**config.mk**
```make
export PLATFORM = sky130hd
export DESIGN_NAME = glyph_row_zoom_italic_expander_core
export DESIGN_NICKNAME = d
export VERILOG_FILES = /design/src/sv/gzie_pkg.sv /design/src/sv/glyph_row_zoom_italic_expander_core.sv /design/src/sv/gzie_front.sv /design/src/sv/gzie_queue.sv /design/src/sv/gzie_back.sv
export SDC_FILE = /design/constraint.sdc
export NUM_CORES = 1
export LEC_CHECK = 0
export ABC_AREA = 1
export BUFFER_PORTS_ARGS = -buffer_cell sky130_fd_sc_hd__buf_2
export CAP_MARGIN = 25
export CORE_MARGIN = 2
export CORE_UTILIZATION = 50
export CTS_BUF_LIST = sky130_fd_sc_hd__clkbuf_4 sky130_fd_sc_hd__clkbuf_8
export DETAILED_ROUTE_END_ITERATION = 7
export GPL_TIMING_DRIVEN = 0
export PLACE_DENSITY = 0.78
export SETUP_SLACK_MARGIN = 0.15
export SLEW_MARGIN = 20
export SYNTH_ARGS = -nofsm -noshare
export SYNTH_HDL_FRONTEND = slang
export SYNTH_SLANG_ARGS = --single-unit
```
**constraint.sdc**
```tcl
create_clock -name clock -period 2.9 [get_ports clock]
set_input_delay 0.145 -clock clock [delete_from_list [all_inputs] [get_ports clock]]
set_output_delay 0.145 -clock clock [all_outputs]
set_load 0.02 [all_outputs]
```
**src/sv/gzie_pkg.sv**
```systemverilog
// ----------------------------------------------------------------------------
// gzie_pkg
// Types, register codes and helpers shared by the glyph row expander modules.
// ----------------------------------------------------------------------------
package gzie_pkg;

   localparam int ROW_W    = 16;
   localparam int LINE_W   = 64;
   localparam int INDENT_W = 4;
   localparam int ZOOM_W   = 3;
   localparam int ADDR_W   = 4;
   localparam int DATA_W   = 32;

   localparam logic [INDENT_W-1:0] LAST_ROW = 4'd15;

   localparam logic [1:0] REG_ITALIC_MODE = 2'd0;
   localparam logic [1:0] REG_ZOOM_X      = 2'd1;
   localparam logic [1:0] REG_ZOOM_Y      = 2'd2;

   typedef struct packed {
      logic                italic_mode;
      logic [ZOOM_W-1:0]   zoom_x;
      logic [ZOOM_W-1:0]   zoom_y;
   } cfg_type;

   typedef struct packed {
      logic [LINE_W-1:0]   line_pixels;
      logic [INDENT_W-1:0] indent_count;
      logic                last_row;
      logic [1:0]          lines_m1;
   } entry_type;

   // clamp a zoom register to 1..4, returned as count minus one
   function automatic logic [1:0] zoom_m1(input logic [ZOOM_W-1:0] z);
      logic [1:0] r;
      case (z)
         3'd0, 3'd1: r = 2'd0;
         3'd2:       r = 2'd1;
         3'd3:       r = 2'd2;
         default:    r = 2'd3;
      endcase
      return r;
   endfunction

endpackage

```
**src/sv/glyph_row_zoom_italic_expander_core.sv**
```systemverilog
// ----------------------------------------------------------------------------
// glyph_row_zoom_italic_expander_core
// Expands 16-pixel glyph rows into zoomed, optionally italic scan lines.
// ----------------------------------------------------------------------------
// Each request is one glyph row and yields zoom_y result lines (1 to 4), one
// per cycle while rsp_ready is high; the line counter in the back part sets
// the sustained rate of the result port.
// The front part widens a row in the cycle it is taken and places it in a
// QUEUE_DEPTH-entry queue, so new requests are accepted while earlier lines
// are still being delivered. Registers: italic_mode at 0x0, zoom_x at 0x4,
// zoom_y at 0x8; write them only while no request is in flight.
// ----------------------------------------------------------------------------
module glyph_row_zoom_italic_expander_core import gzie_pkg::*; #(
   parameter int QUEUE_DEPTH = 2
) (
   input  logic                clock,
   input  logic                reset,
   input  logic                psel,
   input  logic                penable,
   input  logic                pwrite,
   input  logic [ADDR_W-1:0]   paddr,
   input  logic [DATA_W-1:0]   pwdata,
   output logic [DATA_W-1:0]   prdata,
   output logic                pready,
   input  logic                req_valid,
   output logic                req_ready,
   input  logic [ROW_W-1:0]    req_row_bits,
   input  logic                req_glyph_start,
   output logic                rsp_valid,
   input  logic                rsp_ready,
   output logic [LINE_W-1:0]   rsp_line_pixels,
   output logic [INDENT_W-1:0] rsp_indent_count,
   output logic                rsp_row_done,
   output logic                rsp_glyph_done
);

   cfg_type    cfg_ff, cfg_in;
   logic [1:0] reg_index;
   logic       wr_en;
   logic       q_full;
   logic       q_push;
   logic       q_pop;
   logic       q_valid;
   entry_type  q_entry;
   entry_type  q_data;

   assign pready    = 1'b1;
   assign reg_index = paddr[3:2];
   assign wr_en     = psel && penable && pwrite;

   always_comb begin
      cfg_in = cfg_ff;
      if (wr_en) begin
         case (reg_index)
            REG_ITALIC_MODE: cfg_in.italic_mode = pwdata[0];
            REG_ZOOM_X:      cfg_in.zoom_x      = pwdata[ZOOM_W-1:0];
            REG_ZOOM_Y:      cfg_in.zoom_y      = pwdata[ZOOM_W-1:0];
            default:         cfg_in = cfg_ff;
         endcase
      end
   end

   always_comb begin
      case (reg_index)
         REG_ITALIC_MODE: prdata = {{(DATA_W-1){1'b0}}, cfg_ff.italic_mode};
         REG_ZOOM_X:      prdata = {{(DATA_W-ZOOM_W){1'b0}}, cfg_ff.zoom_x};
         REG_ZOOM_Y:      prdata = {{(DATA_W-ZOOM_W){1'b0}}, cfg_ff.zoom_y};
         default:         prdata = '0;
      endcase
   end

   always_ff @(posedge clock) begin
      if (reset) begin
         cfg_ff.italic_mode <= 1'b0;
         cfg_ff.zoom_x      <= 3'd1;
         cfg_ff.zoom_y      <= 3'd1;
      end else begin
         cfg_ff <= cfg_in;
      end
   end

   gzie_front u_front (
      .clock           (clock),
      .reset           (reset),
      .cfg             (cfg_ff),
      .req_valid       (req_valid),
      .req_ready       (req_ready),
      .req_row_bits    (req_row_bits),
      .req_glyph_start (req_glyph_start),
      .q_full          (q_full),
      .q_push          (q_push),
      .q_entry         (q_entry)
   );

   gzie_queue #(
      .DEPTH (QUEUE_DEPTH)
   ) u_queue (
      .clock     (clock),
      .reset     (reset),
      .push      (q_push),
      .push_data (q_entry),
      .full      (q_full),
      .pop       (q_pop),
      .pop_valid (q_valid),
      .pop_data  (q_data)
   );

   gzie_back u_back (
      .clock            (clock),
      .reset            (reset),
      .q_valid          (q_valid),
      .q_data           (q_data),
      .q_pop            (q_pop),
      .rsp_valid        (rsp_valid),
      .rsp_ready        (rsp_ready),
      .rsp_line_pixels  (rsp_line_pixels),
      .rsp_indent_count (rsp_indent_count),
      .rsp_row_done     (rsp_row_done),
      .rsp_glyph_done   (rsp_glyph_done)
   );

endmodule

```
**src/sv/gzie_front.sv**
```systemverilog
// ----------------------------------------------------------------------------
// gzie_front
// Accepts glyph rows, tracks the row number and widens each row into a
// queue entry carrying the line, indent, flags and line count.
// ----------------------------------------------------------------------------
module gzie_front import gzie_pkg::*; (
   input  logic                clock,
   input  logic                reset,
   input  cfg_type             cfg,
   input  logic                req_valid,
   output logic                req_ready,
   input  logic [ROW_W-1:0]    req_row_bits,
   input  logic                req_glyph_start,
   input  logic                q_full,
   output logic                q_push,
   output entry_type           q_entry
);

   logic [INDENT_W-1:0] row_ff;
   logic [INDENT_W-1:0] row_in;
   logic [INDENT_W-1:0] row_cur;
   logic [1:0]          zx_m1;
   logic [LINE_W-1:0]   line;

   assign req_ready = !q_full;
   assign q_push    = req_valid && !q_full;
   assign row_cur   = req_glyph_start ? '0 : row_ff;
   assign zx_m1     = zoom_m1(cfg.zoom_x);

   always_comb begin
      line = '0;
      for (int c = 0; c < ROW_W; c++) begin
         case (zx_m1)
            2'd0:    line[LINE_W-1-c]     = req_row_bits[ROW_W-1-c];
            2'd1:    line[LINE_W-1-2*c -: 2] = {2{req_row_bits[ROW_W-1-c]}};
            2'd2:    line[LINE_W-1-3*c -: 3] = {3{req_row_bits[ROW_W-1-c]}};
            default: line[LINE_W-1-4*c -: 4] = {4{req_row_bits[ROW_W-1-c]}};
         endcase
      end
   end

   always_comb begin
      q_entry.line_pixels  = line;
      q_entry.indent_count = cfg.italic_mode ? (LAST_ROW - row_cur) : '0;
      q_entry.last_row     = (row_cur == LAST_ROW);
      q_entry.lines_m1     = zoom_m1(cfg.zoom_y);
   end

   // advance the row counter, wrapping after row fifteen
   assign row_in = q_push ? row_cur + 1'b1 : row_ff;

   always_ff @(posedge clock) begin
      if (reset) begin
         row_ff <= '0;
      end else begin
         row_ff <= row_in;
      end
   end

endmodule

```
**src/sv/gzie_queue.sv**
```systemverilog
// ----------------------------------------------------------------------------
// gzie_queue
// Short first-in first-out queue of widened rows between front and back.
// ----------------------------------------------------------------------------
module gzie_queue import gzie_pkg::*; #(
   parameter int DEPTH = 2
) (
   input  logic      clock,
   input  logic      reset,
   input  logic      push,
   input  entry_type push_data,
   output logic      full,
   input  logic      pop,
   output logic      pop_valid,
   output entry_type pop_data
);

   localparam int PTR_W = $clog2(DEPTH);
   localparam int CNT_W = $clog2(DEPTH + 1);
   localparam logic [PTR_W-1:0] PTR_LAST = PTR_W'(DEPTH - 1);
   localparam logic [CNT_W-1:0] CNT_FULL = CNT_W'(DEPTH);

   entry_type        mem_ff [DEPTH];
   logic [PTR_W-1:0] wr_ptr_ff, wr_ptr_in;
   logic [PTR_W-1:0] rd_ptr_ff, rd_ptr_in;
   logic [CNT_W-1:0] count_ff, count_in;
   logic             do_pop;

   assign full      = (count_ff == CNT_FULL);
   assign pop_valid = (count_ff != '0);
   assign pop_data  = mem_ff[rd_ptr_ff];
   assign do_pop    = pop && pop_valid;

   always_comb begin
      wr_ptr_in = wr_ptr_ff;
      rd_ptr_in = rd_ptr_ff;
      count_in  = count_ff;
      if (push) begin
         wr_ptr_in = (wr_ptr_ff == PTR_LAST) ? '0 : wr_ptr_ff + 1'b1;
      end
      if (do_pop) begin
         rd_ptr_in = (rd_ptr_ff == PTR_LAST) ? '0 : rd_ptr_ff + 1'b1;
      end
      case ({push, do_pop})
         2'b10:   count_in = count_ff + 1'b1;
         2'b01:   count_in = count_ff - 1'b1;
         default: count_in = count_ff;
      endcase
   end

   always_ff @(posedge clock) begin
      if (push) begin
         mem_ff[wr_ptr_ff] <= push_data;
      end
   end

   always_ff @(posedge clock) begin
      if (reset) begin
         wr_ptr_ff <= '0;
         rd_ptr_ff <= '0;
         count_ff  <= '0;
      end else begin
         wr_ptr_ff <= wr_ptr_in;
         rd_ptr_ff <= rd_ptr_in;
         count_ff  <= count_in;
      end
   end

endmodule

```
**src/sv/gzie_back.sv**
```systemverilog
// ----------------------------------------------------------------------------
// gzie_back
// Takes widened rows from the queue and presents each as repeated scan
// lines on a registered result port, flagging row and glyph ends.
// ----------------------------------------------------------------------------
module gzie_back import gzie_pkg::*; (
   input  logic                clock,
   input  logic                reset,
   input  logic                q_valid,
   input  entry_type           q_data,
   output logic                q_pop,
   output logic                rsp_valid,
   input  logic                rsp_ready,
   output logic [LINE_W-1:0]   rsp_line_pixels,
   output logic [INDENT_W-1:0] rsp_indent_count,
   output logic                rsp_row_done,
   output logic                rsp_glyph_done
);

   entry_type  cur_ff, cur_in;
   logic       cur_valid_ff, cur_valid_in;
   logic [1:0] line_ff, line_in;
   logic       last;
   logic       fire;
   logic       take;

   assign last  = (line_ff == cur_ff.lines_m1);
   assign fire  = cur_valid_ff && rsp_ready;
   assign take  = !cur_valid_ff || (fire && last);
   assign q_pop = take && q_valid;

   always_comb begin
      cur_in       = cur_ff;
      cur_valid_in = cur_valid_ff;
      line_in      = line_ff;
      if (take) begin
         cur_in       = q_data;
         cur_valid_in = q_valid;
         line_in      = '0;
      end else if (fire) begin
         line_in = line_ff + 1'b1;
      end
   end

   always_ff @(posedge clock) begin
      cur_ff <= cur_in;
   end

   always_ff @(posedge clock) begin
      if (reset) begin
         cur_valid_ff <= 1'b0;
         line_ff      <= '0;
      end else begin
         cur_valid_ff <= cur_valid_in;
         line_ff      <= line_in;
      end
   end

   assign rsp_valid        = cur_valid_ff;
   assign rsp_line_pixels  = cur_ff.line_pixels;
   assign rsp_indent_count = cur_ff.indent_count;
   assign rsp_row_done     = last;
   assign rsp_glyph_done   = last && cur_ff.last_row;

endmodule
```
## Word level (Yosys, flattened, before mapping)

Memory sizes are Yosys's and may differ from the RTL's. A register that Yosys moved wholly into a read port is not among the register bits.
Index checks and enable logic that the tools add are counted.

| storage, ports and cells | value |
|---|---|
| bits in registers | 18 |
| latch bits | 0 |
| memory bits (writable) | 142 |
| memory bits (read-only) | 0 |
| bits of input ports | 60 |
| output and inout bits | 105 |
| logic and storage cells | 126 |
| memories kept | 1 |

Memories:

| memory | words | width | rd ports | clocked after Yosys merged registers in | write ports | line | text |
|---|---|---|---|---|---|---|---|
| u_queue.mem_ff | 2 | 71 | 1 | 1 | 1 | gzie_queue.sv:23 | `entry_type mem_ff [DEPTH];` |

| operators by class | value |
|---|---|
| add/sub/neg operators | 7 |
| multiply operators | 0 |
| divide/modulo/power cells | 0 |
| magnitude comparators | 0 |
| eq/ne operators | 15 |
| shifts and indexed selects | 0 |
| multiplexer cells | 68 |
| bitwise gates (word level) | 0 |
| reductions and logical operators | 26 |

Operators by type and width:

| operator | number |
|---|---|
| 4-bit two-way mux | 15 |
| 3-bit two-way mux | 13 |
| 2-bit two-way mux | 15 |
| 1-bit two-way mux | 21 |
| 3-bit by 2-bit == test with 1-bit output (second input constant) | 4 |
| 2-bit one-hot mux with 3 select lines | 2 |
| 2-bit OR reduction | 5 |
| 3-bit one-hot mux with 3 select lines | 1 |
| 2-bit == test (second input constant) | 4 |
| 1-bit logical AND | 8 |
| 2-bit by 1-bit == test with 1-bit output (second input constant) | 3 |
| 3-bit by 1-bit == test with 1-bit output (second input constant) | 2 |
| 3-bit zero test | 2 |
| 2-bit AND reduction | 3 |
| 2-bit by 1-bit adder with 2-bit output (second input constant) | 2 |
| 4-bit by 1-bit adder with 4-bit output (second input constant) | 1 |
| 4-bit == test (second input constant) | 1 |
| 2-bit zero test | 2 |
| 2-bit one-hot mux with 2 select lines | 1 |
| 2-bit nonzero test | 2 |
| 4-bit subtractor (first input constant) | 1 |
| 3-bit OR reduction | 1 |
| 1-bit adder (second input constant) | 2 |
| 2-bit == test | 1 |
| other kinds (3) | 4 |

## Longest topological paths before layout

Gate-level depths: netlist of run 1.

| logic depth | value |
|---|---|
| word-level depth | 8 |
| gate-level depth with buffers | 12 |
| gate-level depth less buffers | 12 |

## Hierarchy

Synthesis of run 1 repeated with hierarchy kept, for this count alone.

| unflattened totals | value |
|---|---|
| cell total of the unflattened synthesis | 717 |
| area, all modules | 10272.4 um2 |

Modules (own cells, without submodules):

| module | instances | cells an instance | area an instance (um2) | sequential area each (um2) |
|---|---|---|---|---|
| gzie_queue | 1 | 258 | 5714.2 | 4364.2 |
| gzie_back | 1 | 171 | 2839.0 | 2192.1 |
| gzie_front | 1 | 196 | 1114.8 | 80.1 |
| glyph_row_zoom_italic_expander_core | 1 | 92 | 604.3 | 140.1 |

## Worst setup path before layout of run 1

OpenSTA, ideal clock, no wires.

| path | value |
|---|---|
| path kind | register -> register |
| start | reg u_queue.count_ff[0] |
| end | mem u_queue.mem_ff[1][0] in the netlist's numbering, enable pin |
| library setup time | 0.449 ns |
| arrival time | 2.721 ns |
| required time | 2.451 ns |
| slack | -0.270 ns |
| stages on the path, launching flop included | 5 |
| path buffers | 0 |
| clock period less this slack | 3.170 ns |
| cell sequence | dfxtp_1 > inv_1 > a21boi_2 > inv_1 > nor2_1 |

| between the ends | value |
|---|---|
| word-level cells in the longest chain between the ends | 5 |

RTL lines:

| what | line | text |
|---|---|---|
| start: declaration | gzie_queue.sv:26 | `logic [CNT_W-1:0] count_ff, count_in;` |
| start signal: assignment | gzie_queue.sv:65 | `count_ff <= count_in;` |
| 2-bit == test | gzie_queue.sv:29 | `assign full = (count_ff == CNT_FULL);` |
| 1-bit zero test | gzie_front.sv:26 | `assign q_push = req_valid && !q_full;` |
| 1-bit logical AND | gzie_front.sv:26 |  |
| 1-bit two-way mux | gzie_queue.sv:52 | `if (push) begin` |
| 1-bit two-way mux (implied by the code) | gzie_queue.sv:53 | `mem_ff[wr_ptr_ff] <= push_data;` |
| end: declaration | gzie_queue.sv:23 |  |

No other way between the ends.

## Worst setup path after layout of run 1

| path | value |
|---|---|
| start | reg, netlist name u_back.cur_ff[0] |
| end | reg u_queue.count_ff[1] |

| between the ends | value |
|---|---|
| word-level cells in the longest chain between the ends | 7 |
| elaborated cells between the ends (all ways) | 9 |
| those cells by class | eq/ne: 3; mux: 1; reduce/logical: 5 |

RTL lines:

| what | line | text |
|---|---|---|
| 2-bit == test (*) | gzie_back.sv:27 | `assign last = (line_ff == cur_ff.lines_m1);` |
| 1-bit logical AND (*) | gzie_back.sv:29 | `assign take = !cur_valid_ff \|\| (fire && last);` |
| 1-bit logical OR (*) | gzie_back.sv:29 |  |
| via u_back.take | gzie_back.sv:25 | `logic take;` |
| 1-bit logical AND (*) | gzie_back.sv:30 | `assign q_pop = take && q_valid;` |
| 1-bit logical AND (*) | gzie_queue.sv:32 | `assign do_pop = pop && pop_valid;` |
| via u_queue.do_pop | gzie_queue.sv:27 | `logic do_pop;` |
| 2-bit by 1-bit == test with 1-bit output / 2-bit == test (equally long branches) | gzie_queue.sv:44 | `case ({push, do_pop})` |
| 2-bit one-hot mux with 2 select lines / 2-bit nonzero test (equally long branches) | -- |  |

The timed path passes the listed nets; every way through them passes the cells marked *.
A chain may end at the register's enable or synchronous reset.

==> metrics.txt, run 1 <==
Final Net Count 751; synth top area cells edfxtp_1 (60%), buf_4 (11%), mux2_2 (7.5%); CP Data Required Time 3.25 ns; RSZ-0062 raised after global routing false; Syn. warnings 0; area of the core 13200 um^2; Fmax 0.418 GHz; crit path DAT 2.75 ns; clk_lat worst skew 0.44 ns; HP Class input port to register; vias in the first global route 4228; IO buf count 103; Sw Share 31.5%; fin. max-slew vios 0; Tcrit/Tclk final 82.6%; Logic pwr share 35.8%; most frequent cell after synthesis edfxtp_1; # diodes 0; drc violations 0; clock power share 22.5%; CP delay by family, top simple AND/OR/NAND/NOR gates; die width 120 um; worst slew pin tran 0.746 ns; Max-Slew Margin vs Limit 50.1%; overall die height 120 um; detailed-route wire length 12900 um; post-synthesis instance total 531; area grow syn2layout 21.0%; H-tree depth 4; Final Power 7.87 mW; area leader, netlist edfxtp_1; Die ar. 14500 um^2; top cells by count, synth edfxtp_1 (135), buf_4 (99), nand2_1 (55); Power Dens Cells 961 nW/um^2; Final HPWL DP 9570 um; EDFF count, synth 135; P_leak 3.52 nW; router iterations before antenna repair 5; Critical-path top delay cell nand2_2; TNS Setup 0 ns; wire length of the first global-routing pass 20500 um; sequential area share after synthesis 65.2%; Buffers & Inverters on Critical Path 1; CTS tree built; Routed Antenna Nets 0; antenna violations before repair 0; Worst-path clk slew 0.08 ns; Num CTS Buffers 17; CP Cell Sequence xnor2_1, nand3_1, nand2_2, inv_1, nor2_1, ha_1, nor2_1, a21oi_1, nor3_1; Rows 42; P_int 5.39 mW; ys async rst share 0%; Critical Path Max Stage Delay 0.56 ns; outcome finished, final reports clean; Vias/cell 4.81; layout cells sized above 1 43.2%; worst setup path category register to register; ys flop type edfxtp_1; IO Pins 165; Peak VDD IR 0.000379 V; via count 4222; Crit path top cell by count nor2_1; Post-Syn Area per Cell 12.8 um^2; Root Driver clkbuf_8; Yosys top cell area share 59.9%; 1st-iter DRT viols 366; Worst Setup Slack post-DPL 0.534 ns; Hold Vio Cnt, Final 0; slack of the critical path 0.506 ns; Max Cap Violations 0; WL/cell 14.7 um; largest net degree at the start of global routing 29; Clock Path Buffers 2; Final Core Density 61.9%; Num Clock Sinks 153; CP Launch Type register; All-Layer GR Usage 18.7%; initial core utilization 51.1%; Synth Register Bits 153; min cycle time layout 2.39 ns; clk_skew 0.00780 ns; CP max FO 28; gr ovfl total 0; cell area after synthesis 6770 um^2; crit path capture type register; Setup violations, final 0; Flop pwr share 41.7%; Netlist cell types 29; GP Congestion 0.893; net switching power 2.48 mW
logic make-up (layout without fill, tap and decap cells):
kind of cell / after synthesis / after routing / share of synthesized area [%]
other: 2 / 30 / 0.111
DFF: 153 / 153 / 65.2
buffers and inverters: 154 / 297 / 14.2
xor gates and xnor gates: 2 / 2 / 0.259
adders and majority gates: 2 / 2 / 0.369
AOI/OAI and AO/OA: 72 / 72 / 6.13
and+or+nand+nor: 101 / 101 / 6.28
muxes: 45 / 45 / 7.48
metrics by stage:
step           hold WS (ns)  cell area, um^2  std cells
2_1_floorplan         0.214             6880        559
3_5_place_dp          0.380             7700        841
4_1_cts            0.000455             8190        878
5_1_grt              0.0259             8190        878
3_3_place_gp          0.370             7620        838
6_report             0.0381             8190        878
worst paths after layout:
path,to,depth (start not counted),slack [ns],start
worst max-delay path,u_queue.count_ff[1],9,0.51,u_back.cur_ff[0]
worst min-delay path,cfg_ff[6],3,0.04,paddr[2]
worst min register to register,u_back.line_ff[1],2,0.49,u_back.line_ff[1]
worst max register to register,u_queue.count_ff[1],9,0.51,u_back.cur_ff[0]
what timing repair did:
item,CTS,global route
endpoints found under the hold margin,11,0
resized for setup,0,0
setup buffers,0,0
hold buffers,5,0
area by class of cell:
type	instances	area [um^2]
fillers	1050	5050
clock inverters	14	204
plain buffers	109	791
repair buffers	111	633
inverters	45	169
well taps	176	220
clock buffers	18	241
multi-input cells	252	1520
flip-flops and latches	153	4410
metal layers:
metal	up-vias	track usage, %	part of all wire (%)
li1	2052	-	-
met1	1983	22.9	40
met2	175	32.2	52
met3	12	5.00	6.6
met4	0	6.32	1.3
met5	-	0	0
sequential cells by signal, indices dropped and copies added (netlist names):
signal and flops:
u_back.rsp_indent_count 4, u_queue.mem_ff 90, u_back.rsp_line_pixels 38, u_queue.rd_ptr_ff 1
u_front.row_ff 4, u_back.cur_ff 3, u_back.line_ff 2, u_queue.wr_ptr_ff 1
cfg_ff 7, u_back.rsp_valid 1, u_queue.count_ff 2
layout by cell type, fill, tap and decap left out, types with 2 or more instances in the layout:
cell,n
nand3_1,14
clkbuf_8,17
buf_2,111
o21ai_2,2
o21ai_0,24
clkinv_2,4
edfxtp_1,135
nand2_2,3
clkbuf_1,2
nand2_1,54
conb_1,30
o211ai_1,8
clkinvlp_4,4
buf_4,99
a22oi_1,2
mux2_2,45
nor2_4,4
nor2_1,21
buf_12,2
dfxtp_1,18
ha_1,2
nor3_1,3
o22ai_1,11
o21ai_1,3
dlygate4sd3_1,5
inv_2,4
bufinv_16,5
a21oi_1,19
a31oi_1,2
inv_1,41
tightest hold or removal path, stage by stage:
cell and delay, ns:
buf_2 0.11, nor3_1 0.06, a21oi_1 0.13
power by group through the flow:
| stage | registers [mW] | logic [mW] | clock network, mW |
|---|---|---|---|
| after detailed placement | 3.34 | 2.84 | 0 |
| final | 3.28 | 2.82 | 1.77 |
| after global routing | 3.35 | 3.03 | 1.89 |
| after CTS | 3.29 | 2.85 | 1.82 |
| after floorplan | 3.29 | 2.07 | 0 |
| after global placement | 3.34 | 2.70 | 0 |
No activity file was read; power rests on OpenSTA's default activity.
==> run 2: changes to the inputs <==
Clock period 2.9 ns to 2.1 ns, I/O delays scaled along.
==> metrics.txt, run 2 (synthesis gave the netlist of run 1 again) <==
Finished Layout Cells 889 (was 878); WL/cell 15.7 um (was 14.7 um); P_leak 3.54 nW (was 3.52 nW); H-tree depth 4 (unchanged); Root Driver clkbuf_8 (unchanged); Final Core Density 62.4% (was 61.9%); die width 120 um (unchanged); Setup violations, final 0 (unchanged); drc violations 0 (unchanged); crit path DAT 2.27 ns (was 2.75 ns); final non-filler cell area 8270 um^2 (was 8190 um^2); HP Class input port to register (unchanged); wire length of the first global-routing pass 21600 um (was 20500 um); Rows 42 (unchanged); Tcrit/Tclk final 90.4% (was 82.6%); RSZ-0062 raised after global routing true (was false); Fmax 0.527 GHz (was 0.418 GHz); All-Layer GR Usage 19.9% (was 18.7%); TNS Setup 0 ns (unchanged); Num CTS Buffers 17 (unchanged); layout cells sized above 1 44.0% (was 43.2%); CP Launch Type register (unchanged); Routed Antenna Nets 0 (unchanged); Power Dens Cells 1280 nW/um^2 (was 961 nW/um^2); IO buf count 103 (unchanged); initial core utilization 51.1% (unchanged); clk_skew 0.0134 ns (was 0.00780 ns); Die ar. 14500 um^2 (unchanged); Final HPWL DP 9420 um (was 9570 um); Fill cells 1044 (was 1050); Worst Setup Slack post-DPL -0.292 ns (was 0.534 ns); IO Pins 165 (unchanged); GP Congestion 0.896 (was 0.893); outcome finished, final reports clean (unchanged); Num Clock Sinks 153 (unchanged); worst setup path category register to register (unchanged); CP Cell Sequence xnor2_2, nand3_4, nand2_8, inv_1, nor2_1, ha_1, nor2_1, a21oi_1, nor3_1 (was xnor2_1, nand3_1, nand2_2, inv_1, nor2_1, ha_1, nor2_1, a21oi_1, nor3_1); Max-Slew Margin vs Limit 63.1% (was 50.1%); worst slew pin tran 0.553 ns (was 0.746 ns); min cycle time layout 1.90 ns (was 2.39 ns); Reg with most FFs u_queue.mem_ff (unchanged); CP max FO 3 (was 28); Crit path top cell by count nor2_1 (unchanged); Critical-path top delay cell edfxtp_1 (was nand2_2); fin. max-slew vios 0 (unchanged); gr ovfl total 0 (unchanged); Worst-path clk slew 0.08 ns (about the same); router iterations before antenna repair 5 (unchanged); placed inst area 7680 um^2 (was 7700 um^2); overall die height 120 um (unchanged); Final Net Count 762 (was 751); most frequent cells in the layout edfxtp_1 (135), buf_2 (111), buf_4 (101) (was edfxtp_1 (135), buf_2 (111), buf_4 (99)); area grow syn2layout 22.1% (was 21.0%); Vias/cell 4.94 (was 4.81); multi-input combinational cell area 1610 um^2 (was 1520 um^2); area of the core 13200 um^2 (unchanged); CTS tree built (unchanged); Cells after DPL 840 (was 841); slack of the critical path 0.202 ns (was 0.506 ns); # diodes 0 (unchanged); largest net degree at the start of global routing 26 (was 29); vias in the first global route 4244 (was 4228); register area 4410 um^2 (unchanged); Largest register FFs 90 (unchanged); CP Data Required Time 2.47 ns (was 3.25 ns); via count 4395 (was 4222); detailed-route wire length 14000 um (was 12900 um); antenna violations before repair 0 (unchanged); clk_lat worst skew 0.45 ns (was 0.44 ns); most common cell after layout, fill and taps aside edfxtp_1 (unchanged); Hold Vio Cnt, Final 0 (unchanged); Clock Path Buffers 2 (unchanged); Critical Path Max Stage Delay 0.44 ns (was 0.56 ns); crit path capture type register (unchanged); Max Cap Violations 0 (unchanged); 1st-iter DRT viols 393 (was 366); Peak VDD IR 0.000488 V (was 0.000379 V)
run 2: cell types whose count changed in the layout (fill, tap and decap cells not counted), moves of 2 or more:
| cell | previous run | this run |
|---|---|---|
| bufinv_16 | 5 | 0 |
| inv_6 | 0 | 5 |
| clkinv_4 | 0 | 4 |
| dlygate4sd3_1 | 5 | 9 |
| buf_4 | 99 | 101 |
| clkinv_2 | 4 | 2 |
| nand2_4 | 0 | 2 |
| nor2_4 | 4 | 6 |
run 2: final timing paths:
check	cells after the start	slack [ns]	to	startpoint
hold / removal	3	0.04	u_queue.mem_ff[1][14]	req_row_bits[1]
setup reg to reg	9	0.20	u_queue.count_ff[1]	u_back.cur_ff[0]
hold reg to reg	2	0.49	u_back.line_ff[1]	u_back.line_ff[1]
setup / recovery	9	0.20	u_queue.count_ff[1]	u_back.cur_ff[0]
run 2: power breakdown:
| group | internal [mW] | leakage, nW | switching [mW] |
|---|---|---|---|
| Sequential | 4.25 | 1.48 | 0.329 |
| Clock | 0.840 | 0.177 | 1.14 |
| Combinational | 1.83 | 1.89 | 2.22 |
run 2: metrics by stage:
stage,power [mW],hold WS (ns)
after floorplan,7.39,0.174
after global placement,8.33,0.329
after detailed placement,8.51,0.339
after CTS,10.7,0.0112
after global routing,11.1,0.0366
final,10.6,0.0393
run 2: cell type report:
class,count,area share [%]
Sequential cell,153,53.4
Inverter,45,2.09
Timing Repair Buffer,118,8.57
Clock buffer,17,2.83
Tap cell,176,2.66
Multi-Input combinational cell,256,19.4
Buffer,109,9.58
Clock inverter,15,1.44
run 2: critical path: cells and delay by family (launching register included):
kind	cells	cell delay, ns
compound gates	1	0.10
xor+xnor	1	0.23
fa+ha+maj	1	0.27
buf+inv	1	0.06
flops	1	0.44
simple gates	5	0.72
run 2: metal layers:
layer / GRT usage [%] / wire length (um)
met1: 24.0 / 5490
met2: 35.2 / 7310
met3: 4.39 / 889
met5: 0 / 0
met4: 7.12 / 302
run 2: timing repair:
action                                 in CTS  in global routing
pin swaps                                   3                  0
gates resized for setup                     6                  4
buffers inserted                            2                  2
gates cloned                                4                  0
hold buffers                                9                  0
endpoints found under the hold margin      16                  0
setup endpoints to repair                  92                 82
